==> config.mk <==
export PLATFORM = sky130hd
export DESIGN_NAME = scale_zero_tracking
export DESIGN_NICKNAME = d
export VERILOG_FILES = /design/src/szt_pkg.sv /design/src/szt_cfg.sv /design/src/szt_update.sv /design/src/scale_zero_tracking.sv
export SDC_FILE = /design/constraint.sdc
export NUM_CORES = 1
export LEC_CHECK = 0
export BUFFER_PORTS_ARGS = -buffer_cell sky130_fd_sc_hd__buf_4
export CAP_MARGIN = 20
export CELL_PAD_IN_SITES_DETAIL_PLACEMENT = 0
export CELL_PAD_IN_SITES_GLOBAL_PLACEMENT = 2
export CORE_MARGIN = 2
export CORE_UTILIZATION = 41
export DETAILED_ROUTE_END_ITERATION = 16
export PLACE_DENSITY_LB_ADDON = 0.1
export RECOVER_POWER = 25
export SYNTH_ARGS = -nofsm -noshare
export SYNTH_HDL_FRONTEND = slang
export SYNTH_SLANG_ARGS = --single-unit
==> constraint.sdc <==
create_clock -name clk -period 26.7 [get_ports clk]
set_clock_uncertainty 0.2 [all_clocks]
set_input_delay 0 -clock clk [delete_from_list [all_inputs] [get_ports clk]]
set_output_delay 0 -clock clk [all_outputs]
set_load 0.02 [all_outputs]
==> src/szt_pkg.sv <==
// Shared constants, register codes and types for the scale zero tracker.
package szt_pkg;

  localparam int SAMPLE_BITS_DEF = 24;

  localparam int COUNT_BITS = 16;
  localparam int RANGE_BITS = 23;
  localparam int CFG_DATA_BITS = 23;
  localparam int CFG_INDEX_BITS = 3;

  typedef enum logic [CFG_INDEX_BITS-1:0] {
    REG_POWER_WAIT       = 3'd0,
    REG_POWER_ZERO_RANGE = 3'd1,
    REG_HAND_ZERO_RANGE  = 3'd2,
    REG_TRACE_PERIOD     = 3'd3,
    REG_TRACE_RANGE      = 3'd4,
    REG_TRACE_STEP       = 3'd5
  } cfg_reg_t;

  typedef struct packed {
    logic [COUNT_BITS-1:0] power_wait;
    logic [RANGE_BITS-1:0] power_zero_range;
    logic [RANGE_BITS-1:0] hand_zero_range;
    logic [COUNT_BITS-1:0] trace_period;
    logic [RANGE_BITS-1:0] trace_range;
    logic [RANGE_BITS-1:0] trace_step;
  } cfg_t;

  typedef struct packed {
    logic waiting;
    logic power_on;
  } status_t;

endpackage

==> src/szt_cfg.sv <==
// Configuration register file of the scale zero tracker.
module szt_cfg (
  input  logic                                 clk,
  input  logic                                 rst,
  input  logic                                 cfg_write,
  input  logic [szt_pkg::CFG_INDEX_BITS-1:0]   cfg_index,
  input  logic [szt_pkg::CFG_DATA_BITS-1:0]    cfg_data,
  output szt_pkg::cfg_t                        cfg
);
  import szt_pkg::*;

  cfg_t regs;

  always_ff @(posedge clk) begin
    if (rst) begin
      regs <= '0;
    end else if (cfg_write) begin
      unique case (cfg_reg_t'(cfg_index))
        REG_POWER_WAIT:       regs.power_wait       <= cfg_data[COUNT_BITS-1:0];
        REG_POWER_ZERO_RANGE: regs.power_zero_range <= cfg_data[RANGE_BITS-1:0];
        REG_HAND_ZERO_RANGE:  regs.hand_zero_range  <= cfg_data[RANGE_BITS-1:0];
        REG_TRACE_PERIOD:     regs.trace_period     <= cfg_data[COUNT_BITS-1:0];
        REG_TRACE_RANGE:      regs.trace_range      <= cfg_data[RANGE_BITS-1:0];
        REG_TRACE_STEP:       regs.trace_step       <= cfg_data[RANGE_BITS-1:0];
        default: begin
        end
      endcase
    end
  end

  assign cfg = regs;

endmodule

==> src/szt_update.sv <==
// Zero tracking state and the per-sample update of zero, history and net value.
module szt_update #(
  parameter int SAMPLE_BITS = szt_pkg::SAMPLE_BITS_DEF
) (
  input  logic                   clk,
  input  logic                   rst,
  input  logic                   accept,
  input  logic [SAMPLE_BITS-1:0] sample,
  input  logic                   zero_request,
  input  szt_pkg::cfg_t          cfg,
  output logic [SAMPLE_BITS:0]   net,
  output szt_pkg::status_t       status
);
  import szt_pkg::*;

  // Working width holds every difference of two samples and every range register.
  localparam int CW = (SAMPLE_BITS + 1 > RANGE_BITS) ? SAMPLE_BITS + 1 : RANGE_BITS;
  localparam int W  = CW + 1;

  logic [COUNT_BITS:0]          power_count, power_count_next;
  logic [COUNT_BITS-1:0]        trace_count, trace_count_next;
  logic signed [SAMPLE_BITS-1:0] tracked_zero, tracked_zero_next;
  logic signed [SAMPLE_BITS-1:0] point_first, point_first_next;
  logic signed [SAMPLE_BITS-1:0] point_mid, point_mid_next;
  logic signed [SAMPLE_BITS-1:0] point_last, point_last_next;

  function automatic logic signed [W-1:0] absw(input logic signed [W-1:0] x);
    return x[W-1] ? -x : x;
  endfunction

  function automatic logic signed [W-1:0] sx(input logic signed [SAMPLE_BITS-1:0] x);
    return W'(x);
  endfunction

  function automatic logic signed [W-1:0] zx(input logic [RANGE_BITS-1:0] x);
    return $signed({{(W - RANGE_BITS){1'b0}}, x});
  endfunction

  logic [COUNT_BITS:0] wait_ext, tc_inc;
  logic waiting, power_on, hand_ok, fire, in_band, power_ok;
  logic signed [W-1:0] s_w, d_hand, e_first, e_mid, e_last, stp_w, rng_w, net_w;
  logic signed [W-1:0] z1_w, z2_w, zt_w, zp_w;
  logic signed [SAMPLE_BITS-1:0] z1;

  always_comb begin
    wait_ext = {1'b0, cfg.power_wait};
    waiting  = power_count < wait_ext;
    power_on = power_count == wait_ext;
    s_w      = sx($signed(sample));
    stp_w    = zx(cfg.trace_step);
    rng_w    = zx(cfg.trace_range);

    // Power-on zero candidate.
    power_ok = absw(s_w) <= zx(cfg.power_zero_range);
    zp_w     = power_ok ? s_w : sx(tracked_zero);

    // A manual request is applied before tracking on the same sample.
    d_hand  = s_w - sx(tracked_zero);
    hand_ok = zero_request && (absw(d_hand) <= zx(cfg.hand_zero_range));
    z1      = hand_ok ? $signed(sample) : tracked_zero;
    z1_w    = sx(z1);

    tc_inc = {1'b0, trace_count} + 1'b1;
    fire   = (cfg.trace_period != '0) && (tc_inc >= {1'b0, cfg.trace_period});

    // Deviations of the shifted history from the zero.
    e_first = sx(point_mid) - z1_w;
    e_mid   = sx(point_last) - z1_w;
    e_last  = s_w - z1_w;
    in_band = (absw(e_first) < rng_w) && (absw(e_mid) < rng_w) && (absw(e_last) < rng_w);

    if (absw(e_mid) <= stp_w) begin
      z2_w = sx(point_last);
    end else if (!e_mid[W-1]) begin
      z2_w = z1_w + stp_w;
    end else begin
      z2_w = z1_w - stp_w;
    end
    zt_w = (fire && in_band) ? z2_w : z1_w;

    power_count_next  = power_count;
    trace_count_next  = trace_count;
    tracked_zero_next = tracked_zero;
    point_first_next  = point_first;
    point_mid_next    = point_mid;
    point_last_next   = point_last;
    net_w             = '0;

    priority if (waiting) begin
      power_count_next = power_count + 1'b1;
    end else if (power_on) begin
      power_count_next  = power_count + 1'b1;
      tracked_zero_next = zp_w[SAMPLE_BITS-1:0];
      point_first_next  = $signed(sample);
      point_mid_next    = $signed(sample);
      point_last_next   = $signed(sample);
      trace_count_next  = '0;
      net_w             = s_w - zp_w;
    end else begin
      tracked_zero_next = zt_w[SAMPLE_BITS-1:0];
      net_w             = s_w - zt_w;
      if (cfg.trace_period == '0 || fire) begin
        trace_count_next = '0;
      end else begin
        trace_count_next = tc_inc[COUNT_BITS-1:0];
      end
      if (fire) begin
        point_first_next = point_mid;
        point_mid_next   = point_last;
        point_last_next  = $signed(sample);
      end
    end
  end

  always_ff @(posedge clk) begin
    if (rst) begin
      power_count  <= '0;
      trace_count  <= '0;
      tracked_zero <= '0;
      point_first  <= '0;
      point_mid    <= '0;
      point_last   <= '0;
    end else if (accept) begin
      power_count  <= power_count_next;
      trace_count  <= trace_count_next;
      tracked_zero <= tracked_zero_next;
      point_first  <= point_first_next;
      point_mid    <= point_mid_next;
      point_last   <= point_last_next;
    end
  end

  assign net             = net_w[SAMPLE_BITS:0];
  assign status.waiting  = waiting;
  assign status.power_on = power_on;

endmodule

==> src/scale_zero_tracking.sv <==
// Weighing-scale zero tracker: one net value per load-cell sample.
//
// Samples enter on the sample channel (sample_valid, sample_stall, sample,
// zero_request); results leave on the net channel (net_valid, net_stall,
// net_value). A transaction completes when valid is high and stall is low.
// Configuration registers are written via cfg_write, cfg_index, cfg_data;
// the user must write them only while no sample is in flight (unenforced).
//
// Each accepted sample updates the zero, the tracking history and the net
// value in the same cycle; the result sits in the output register on the
// next cycle, and one sample can be taken every cycle while no waiting
// result is stalled. The rate is set by the update loop through the
// tracked zero, which the next sample depends on.
//
// Reset (rst, synchronous) clears every register but net_value, including the tracked zero and the
// history, and empties the output register. While the receiver stalls a
// waiting result, the output register holds it and sample_stall is raised;
// when the result is taken, a new sample may be accepted in the same cycle.
module scale_zero_tracking #(
  parameter int SAMPLE_BITS = szt_pkg::SAMPLE_BITS_DEF
) (
  input  logic                               clk,
  input  logic                               rst,
  input  logic                               cfg_write,
  input  logic [szt_pkg::CFG_INDEX_BITS-1:0] cfg_index,
  input  logic [szt_pkg::CFG_DATA_BITS-1:0]  cfg_data,
  input  logic                               sample_valid,
  output logic                               sample_stall,
  input  logic [SAMPLE_BITS-1:0]             sample,
  input  logic                               zero_request,
  output logic                               net_valid,
  input  logic                               net_stall,
  output logic [SAMPLE_BITS:0]               net_value
);
  import szt_pkg::*;

  cfg_t                 cfg;
  status_t              status;
  logic                 accept;
  logic [SAMPLE_BITS:0] net;

  szt_cfg u_cfg (
    .clk       (clk),
    .rst       (rst),
    .cfg_write (cfg_write),
    .cfg_index (cfg_index),
    .cfg_data  (cfg_data),
    .cfg       (cfg)
  );

  szt_update #(
    .SAMPLE_BITS (SAMPLE_BITS)
  ) u_update (
    .clk          (clk),
    .rst          (rst),
    .accept       (accept),
    .sample       (sample),
    .zero_request (zero_request),
    .cfg          (cfg),
    .net          (net),
    .status       (status)
  );

  assign sample_stall = net_valid && net_stall;
  assign accept       = sample_valid && !sample_stall;

  always_ff @(posedge clk) begin
    if (rst) begin
      net_valid <= 1'b0;
    end else if (accept) begin
      net_valid <= 1'b1;
    end else if (!net_stall) begin
      net_valid <= 1'b0;
    end
  end

  always_ff @(posedge clk) begin
    if (accept) begin
      net_value <= net;
    end
  end

  a_reset_empty: assert property (@(posedge clk) rst |=> !net_valid)
    else $error("output register not empty after reset");

  a_accept_result: assert property (@(posedge clk) disable iff (rst)
    accept |=> net_valid)
    else $error("accepted sample produced no result");

  a_wait_zero: assert property (@(posedge clk) disable iff (rst)
    accept && status.waiting |=> net_value == '0)
    else $error("nonzero net value during power-on wait");

  a_wait_excl: assert property (@(posedge clk) disable iff (rst)
    !(status.waiting && status.power_on))
    else $error("power-on wait and power-on sample at once");

endmodule
==> results of run 1 <==
-- sequential cells by signal, summed over array words and instances (netlist names) --
signal and flops:
u_update.power_count 17, u_update.tracked_zero 24, u_update.trace_count 16, u_update.point_mid 24
u_update.point_last 24, u_cfg.cfg 124, net_value 25, net_valid 1
-- cell usage after synthesis, drive strengths merged, types with 27 or more instances --
master,number,area (µm²)
nand2,514,1930
nor2,382,1440
a21oi,380,1910
ha,313,3920
inv,236,886
dfxtp,230,4600
o21ai,165,826
xnor2,163,1430
clkbuf,140,527
a21o,114,856
xor2,73,639
nor3,69,345
nand3,66,330
nand4,64,407
a31oi,56,357
nor2b,53,332
mux2i,52,521
o21a,51,383
nand2b,45,282
and2,34,213
o31ai,34,270
and3,33,206
or3,33,211
a311oi,31,272
a211oi,30,240
buf,27,119
-- where the power goes --
part	internal, mW	total (mW)	switching [mW]
clock network	0.275	0.465	0.189
logic	1.26	3.49	2.24
registers	0.429	0.456	0.0272
-- worst register-to-register path: cells and delay by family, from the launching register on --
kind,cells,cell delay (ps)
compound gates,34,7810
simple gates,24,6020
fa+ha+maj,6,2070
buf+inv,3,680
mux,2,540
xor+xnor,3,530
flops,1,460
-- per-layer routing --
metal	wire [µm]	track usage, %	up-vias
li1	-	-	13400
met1	52000	46.0	13500
met2	47900	49.6	1064
met3	9050	5.63	197
met4	4400	11.4	6
met5	51	0	-
-- cell families after synthesis --
group,count (synthesis),share of synthesized area [%]
and+or+nand+nor,1380,23.7
AOI/OAI and AO/OA,1069,25.7
buffers and inverters,403,5.70
adders and majority gates,322,15.0
DFF,255,19.9
xor gates and xnor gates,236,7.69
muxes,58,2.19
-- how the worst min path moves through the flow --
stage / from / end / slack [ps]
after detailed placement: sample_valid / net_valid / 30
final: cfg_data[0] / u_cfg.cfg[85] / 50
after floorplan: sample_valid / net_valid / -80
after CTS: cfg_data[4] / u_cfg.cfg[50] / 40
after global routing: cfg_data[3] / u_cfg.cfg[111] / 50
after global placement: sample_valid / net_valid / 20
-- metrics by stage --
step | utilization, % | cells
2_1_floorplan | - | 3723
3_3_place_gp | 43.6 | 4519
3_5_place_dp | 43.6 | 4519
4_1_cts | 46.3 | 4641
5_1_grt | 46.1 | 4641
6_report | 46.2 | 4643
-- final cells by class --
type	instances	share of cell area (%)
diodes	2	0.0168
clock buffers	46	3.17
clock inverters	11	0.567
inverters	236	2.97
multi-input cells	3065	67.2
flip-flops and latches	255	18.0
well taps	855	3.59
repair buffers	173	4.54
-- timing repair --
action                                 in CTS  in global routing
endpoints found under the hold margin     210                  0
hold buffers                               65                  0
setup buffers                               0                  0
==> parameters.txt, run 1 <==
Parameter                              Value

Setup path
  Endpoint of the worst setup timing path ... net_value[21]
  Critical path fanouts, max ... 49
  Top cell by count, worst path ... sky130_fd_sc_hd__o21ai_0
  Crit path depth ... 72
  Bufs and invs on worst path ... 3
  Cell with the largest stage delay on the worst path ... sky130_fd_sc_hd__or4b_2
  Type of the worst setup path ... reg2reg
  Top delay family on crit path ... compound AO/OA/AOI/OAI gates
  Required time at the endpoint of the critical path ... 26870 ps
  CP Launch Point ... u_update.tracked_zero[2]
  Crit path capture type ... register
  Type of element launching the critical path ... register
  R2r startpoint ... u_update.tracked_zero[2]
  Endpoint of the worst-slack reg-to-reg timing path ... net_value[21]
  CP max stage delay ... 700 ps
  Path depth of the worst reg2reg path ... 72
  FF-to-FF setup slack ... 8140 ps
  Crit path DAT ... 18730 ps

Drt
  First drt pass iteration count ... 7
  DR vias/cell ... 6.07
  Vias ... 28200
  Final routed wire length divided by cell count ... 24.4 µm
  DRC violation total after the first TritonRoute iteration ... 2723
  Remaining antenna violation count ... 0
  Post-detailed-routing wire length ... 113000 µm
  DRC violations left ... 0

Die
  Ports placed on the boundary ... 83
  Initial Util ... 41.6%
  Core region area ... 64600 µm²
  Die area ... 67600 µm²
  # rows ... 93
  DIE WIDTH ... 260 µm
  Vertical die dimension ... 260 µm

Global route
  Largest net degree at the start of global routing ... 91
  Total global routing overflow ... 0
  Antenna violations before repair ... 5
  Global routing usage summed across all routing layers ... 32.6%
  Global-route wire length before repair ... 166000 µm
  Number of global-route vias before repair ... 25900

Timing
  Transition time at the pin with the least slew margin ... 1610 ps
  Worst Setup Slack, final ... 8140 ps
  Final cycle utilization of the critical path ... 69.5%
  Final Setup Violations ... 0
  Final critical-path required period ... 18560 ps
  Hold violation total from the final report ... 0
  Setup TNS ... 0 ps
  Setup repair after global routing missed its margin ... false
  Final-layout worst hold slack ... 54.7 ps
  Total count of max-transition violations in the final report ... 27
  Highest clock rate ... 0.0539 GHz
  Worst rel slew slack ... -7.59%

CTS
  Cts bufs inserted ... 31
  Post-CTS resize count ... 0
  H-tree Lvls ... 1
  Insertion delay to the later sink of the worst-skew pair ... 630 ps
  Bufs on Longest Clock Path ... 3
  Clock tree from TritonCTS ... built
  TritonCTS sink count ... 255
  Worst-path clk slew ... 70 ps
  Master cell of the clock root buffer ... sky130_fd_sc_hd__clkbuf_16

Layout
  Area growth from synthesis to layout ... 11.0%
  Most common cell after layout, fill and taps aside ... sky130_fd_sc_hd__nand2_1
  Reg area ... 5360 µm²
  Area used by multi-input combinational logic ... 20000 µm²
  Post-Layout Inst Area ... 29800 µm²
  Highest-count cells in the layout ignoring fill and taps ... sky130_fd_sc_hd__nand2_1, sky130_fd_sc_hd__nor2_1, sky130_fd_sc_hd__a21oi_1
  Total Nets Final ... 4134
  Layout fillers ... 6631
  Layout cells sized above 1 ... 5.04%

Flow run
  Number of max-cap violations ... 1

Place
  Placed wire-length estimate ... 89200 µm
  Worst slack, placed ... 8570 ps
  Area post-placement ... 28200 µm²
  Global placer's final weighted congestion ... 1.02
  Quantity of I/O buffers inserted on ports ... 82

Synthesis
  Async set-or-reset flop fraction in the synthesized netlist ... 0%
  Primary flip-flop cell chosen by synthesis mapping ... sky130_fd_sc_hd__dfxtp_1
  Cell area after synthesis ... 26900 µm²
  Number of storage elements in the synthesis netlist ... 255
  Number of synthesized flops with an enable pin ... 25
  Distinct cell type count of the synthesized netlist ... 98
  Sequential fraction of the synthesis area ... 19.9%
  Cells after synthesis ... 3723
  Yosys warns ... 0
  Post-Syn Nets ... 4095
  Post-synthesis area per instance ... 7.22 µm²

Power
  Pwr per Cell Area ... 148 nW/µm²
  Worst IR drop on VDD ... 0.0000855 V
  Cell leakage power ... 11.9 nW
  Post-layout power ... 4.41 mW

Min path
  Worst hold path type ... in2reg
  Depth of the worst hold-timing path ... 4

Run status
  Failing checks ... capacitance limit, slew limit
  Outcome ... finished, violations left
No activity file was read; power rests on OpenSTA's default activity.
==> run 2, diff against run 1 <==
Settings changed: ABC_AREA set to 1, CORE_UTILIZATION 41 to 36.
Clock period 26.7 ns to 18.15 ns, I/O delays scaled along.
==> parameters.txt, run 2 <==
Parameter                              Value

Drt
  DRC violations left ... 0
  Post-detailed-routing wire length ... 115000 µm
  Remaining antenna violation count ... 0
  DRC violation total after the first TritonRoute iteration ... 2210
  First drt pass iteration count ... 5
  Vias ... 28600
  Final routed wire length divided by cell count ... 21.4 µm
  DR vias/cell ... 5.33

Timing
  Final critical-path required period ... 14280 ps
  Total count of max-transition violations in the final report ... 187
  Hold violation total from the final report ... 0
  Setup repair after global routing missed its margin ... false
  Final-layout worst hold slack ... 103 ps
  Setup TNS ... 0 ps
  Transition time at the pin with the least slew margin ... 3620 ps
  Final Setup Violations ... 0
  Worst Setup Slack, final ... 3870 ps
  Worst rel slew slack ... -141%
  Final cycle utilization of the critical path ... 78.7%
  Highest clock rate ... 0.0700 GHz

Layout
  Total Nets Final ... 4742
  Layout fillers ... 8166
  Flip-flop count of the largest register after layout ... 124
  Most common cell after layout, fill and taps aside ... sky130_fd_sc_hd__nand2_1
  Area growth from synthesis to layout ... 12.0%
  Post-Layout Inst Area ... 30500 µm²
  Count of inserted antenna diode cells ... 0
  Highest-count cells in the layout ignoring fill and taps ... sky130_fd_sc_hd__nand2_1, sky130_fd_sc_hd__inv_1, sky130_fd_sc_hd__a21oi_1
  Layout cells sized above 1 ... 7.35%

Synthesis
  Cells after synthesis ... 4281
  Number of storage elements in the synthesis netlist ... 255
  Largest area contributor in the synthesized netlist ... sky130_fd_sc_hd__dfxtp_1
  Top-area cell type share of the netlist area ... 16.9%
  Simple-Gate Fraction of Synth Area ... 28.0%
  Top cells by area in the synthesized netlist ... sky130_fd_sc_hd__dfxtp_1, sky130_fd_sc_hd__ha_1, sky130_fd_sc_hd__nand2_1
  Yosys warns ... 0
  Synth top cells by count ... sky130_fd_sc_hd__nand2_1, sky130_fd_sc_hd__inv_1, sky130_fd_sc_hd__a21oi_1, sky130_fd_sc_hd__o21ai_0, sky130_fd_sc_hd__ha_1
  Most common cell in the netlist ... sky130_fd_sc_hd__nand2_1
  Adder-cell share of the synthesized area ... 14.6%
  Main combinational cell family by area after synthesis ... simple AND/OR/NAND/NOR gates
  Primary flip-flop cell chosen by synthesis mapping ... sky130_fd_sc_hd__dfxtp_1
  Number of synthesized flops with an enable pin ... 25
  Cell area after synthesis ... 27200 µm²
  Post-synthesis area per instance ... 6.36 µm²
  Distinct cell type count of the synthesized netlist ... 64
  Share of cell area taken by muxes after synthesis ... 0%
  Async set-or-reset flop fraction in the synthesized netlist ... 0%
  Post-synthesis share of cell area spent on xor and xnor gates ... 6.12%
  Sequential fraction of the synthesis area ... 19.7%
  Post-synthesis compound-gate area fraction ... 20.6%
  Post-Syn Nets ... 4653

Die
  # rows ... 100
  Die area ... 77900 µm²
  Initial Util ... 36.5%
  DIE WIDTH ... 279 µm
  Ports placed on the boundary ... 83
  Vertical die dimension ... 279 µm
  Core region area ... 74700 µm²

Power
  Pwr per Cell Area ... 232 nW/µm²
  Cell leakage power ... 14.3 nW
  Worst IR drop on VDD ... 0.000127 V

Setup path
  Required time at the endpoint of the critical path ... 18290 ps
  Crit path DAT ... 14420 ps
  FF-to-FF setup slack ... 3870 ps
  Type of the worst setup path ... in2reg
  Top cell by count, worst path ... sky130_fd_sc_hd__nand2_1
  R2r startpoint ... u_update.tracked_zero[2]
  Bufs and invs on worst path ... 11
  Critical path fanouts, max ... 53
  Type of element launching the critical path ... input pin
  Endpoint of the worst-slack reg-to-reg timing path ... net_value[17]
  Top delay family on crit path ... compound AO/OA/AOI/OAI gates
  Crit path capture type ... register
  CP max stage delay ... 780 ps
  CP Launch Point ... sample[0]
  Path depth of the worst reg2reg path ... 83
  Endpoint of the worst setup timing path ... net_value[17]
  Crit path depth ... 87
  Cell with the largest stage delay on the worst path ... sky130_fd_sc_hd__o21ai_0

CTS
  Bufs on Longest Clock Path ... 3
  Worst-path clk slew ... 60 ps
  Setup fix buffers added after clock tree synthesis ... 0
  Clock tree from TritonCTS ... built
  Post-CTS resize count ... 0
  TritonCTS sink count ... 255
  H-tree Lvls ... 2
  Master cell of the clock root buffer ... sky130_fd_sc_hd__clkbuf_16
  Count of hold buffers inserted by post-cts repair ... 61
  Insertion delay to the later sink of the worst-skew pair ... 580 ps
  Cts bufs inserted ... 36

Flow run
  Number of max-cap violations ... 3

Min path
  Worst hold path type ... in2reg

Global route
  Total global routing overflow ... 0
  Global-route wire length before repair ... 171000 µm
  Number of global-route vias before repair ... 26900
  Antenna violations before repair ... 8
  Largest net degree at the start of global routing ... 116
  Global routing usage summed across all routing layers ... 29.1%

Place
  Worst slack, placed ... 3990 ps
  Area post-placement ... 28700 µm²
  Quantity of I/O buffers inserted on ports ... 82
  Placed wire-length estimate ... 93700 µm
  Global placer's final weighted congestion ... 0.980

Run status
  Failing checks ... capacitance limit, slew limit
  Outcome ... finished, violations left
run 2: changes by cell type after synthesis, sizes merged, moves of 52 or more:
| cell | before | now |
|---|---|---|
| xor2 | 73 | 138 |
| inv | 236 | 664 |
| nand3 | 66 | 228 |
| o21ai | 165 | 375 |
| nand2 | 514 | 933 |
| a21o | 114 | 11 |
| mux2i | 52 | 0 |
| nor2b | 53 | 0 |
| xnor2 | 163 | 47 |
| a21oi | 380 | 508 |
run 2: through the flow:
stage / cells / power, mW / utilization, %
6_report: 5366 / 7.06 / 40.8
5_1_grt: 5366 / 7.80 / 40.8
4_1_cts: 5363 / 7.06 / 40.9
3_5_place_dp: 5237 / 6.29 / 38.5
3_3_place_gp: 5237 / 6.30 / 38.5
2_1_floorplan: 4281 / 4.72 / -
run 2: per-layer routing:
metal / vias up / routed length [µm] / GRT usage, %
met3: 138 / 5050 / 2.14
li1: 14400 / - / -
met1: 13300 / 52600 / 39.4
met4: 0 / 4410 / 10.6
met2: 734 / 52600 / 48.3
met5: - / 0 / 0
run 2: kinds of logic (layout without fill, tap and decap cells):
kind of cell	count (synthesis)	in the layout
AND/OR/NAND/NOR	1707	1707
XOR/XNOR	185	185
buffers and inverters	782	898
AO/OA/AOI/OAI	1036	1036
flip-flops	255	255
adder cells (fa/ha/maj)	316	316
run 2: worst min path at each step:
stage | startpoint | endpoint | slack [ps] | cells after the start
after global placement | net_stall | net_valid | 80 | 3
after floorplan | cfg_data[0] | u_cfg.cfg[23] | -70 | 2
after CTS | cfg_write | u_cfg.cfg[78] | 20 | 6
final | cfg_data[0] | u_cfg.cfg[85] | 100 | 4
after detailed placement | net_stall | net_valid | 80 | 3
after global routing | cfg_data[16] | u_cfg.cfg[101] | 140 | 4
run 2: report_power, final:
part	internal (mW)	switching, mW	leakage (nW)
registers	0.632	0.0363	2.12
clock network	0.426	0.311	0.588
logic	1.88	3.78	11.6
total	2.93	4.13	14.3
run 2: worst min-delay path, stage by stage:
cell and delay [ps]:
sky130_fd_sc_hd__dlygate4sd3_1 530, sky130_fd_sc_hd__buf_4 170, sky130_fd_sc_hd__nor2_1 60, sky130_fd_sc_hd__nor2_1 80
run 2: cell type report:
cell class,instances,area (µm²),share of cell area [%]
repair buffers,161,1270,4.18
clock buffers,47,1000,3.29
flip-flops and latches,255,5360,17.6
multi-input cells,3244,18900,62.0
inverters,672,2530,8.29
well taps,969,1210,3.98
clock inverters,18,213,0.698
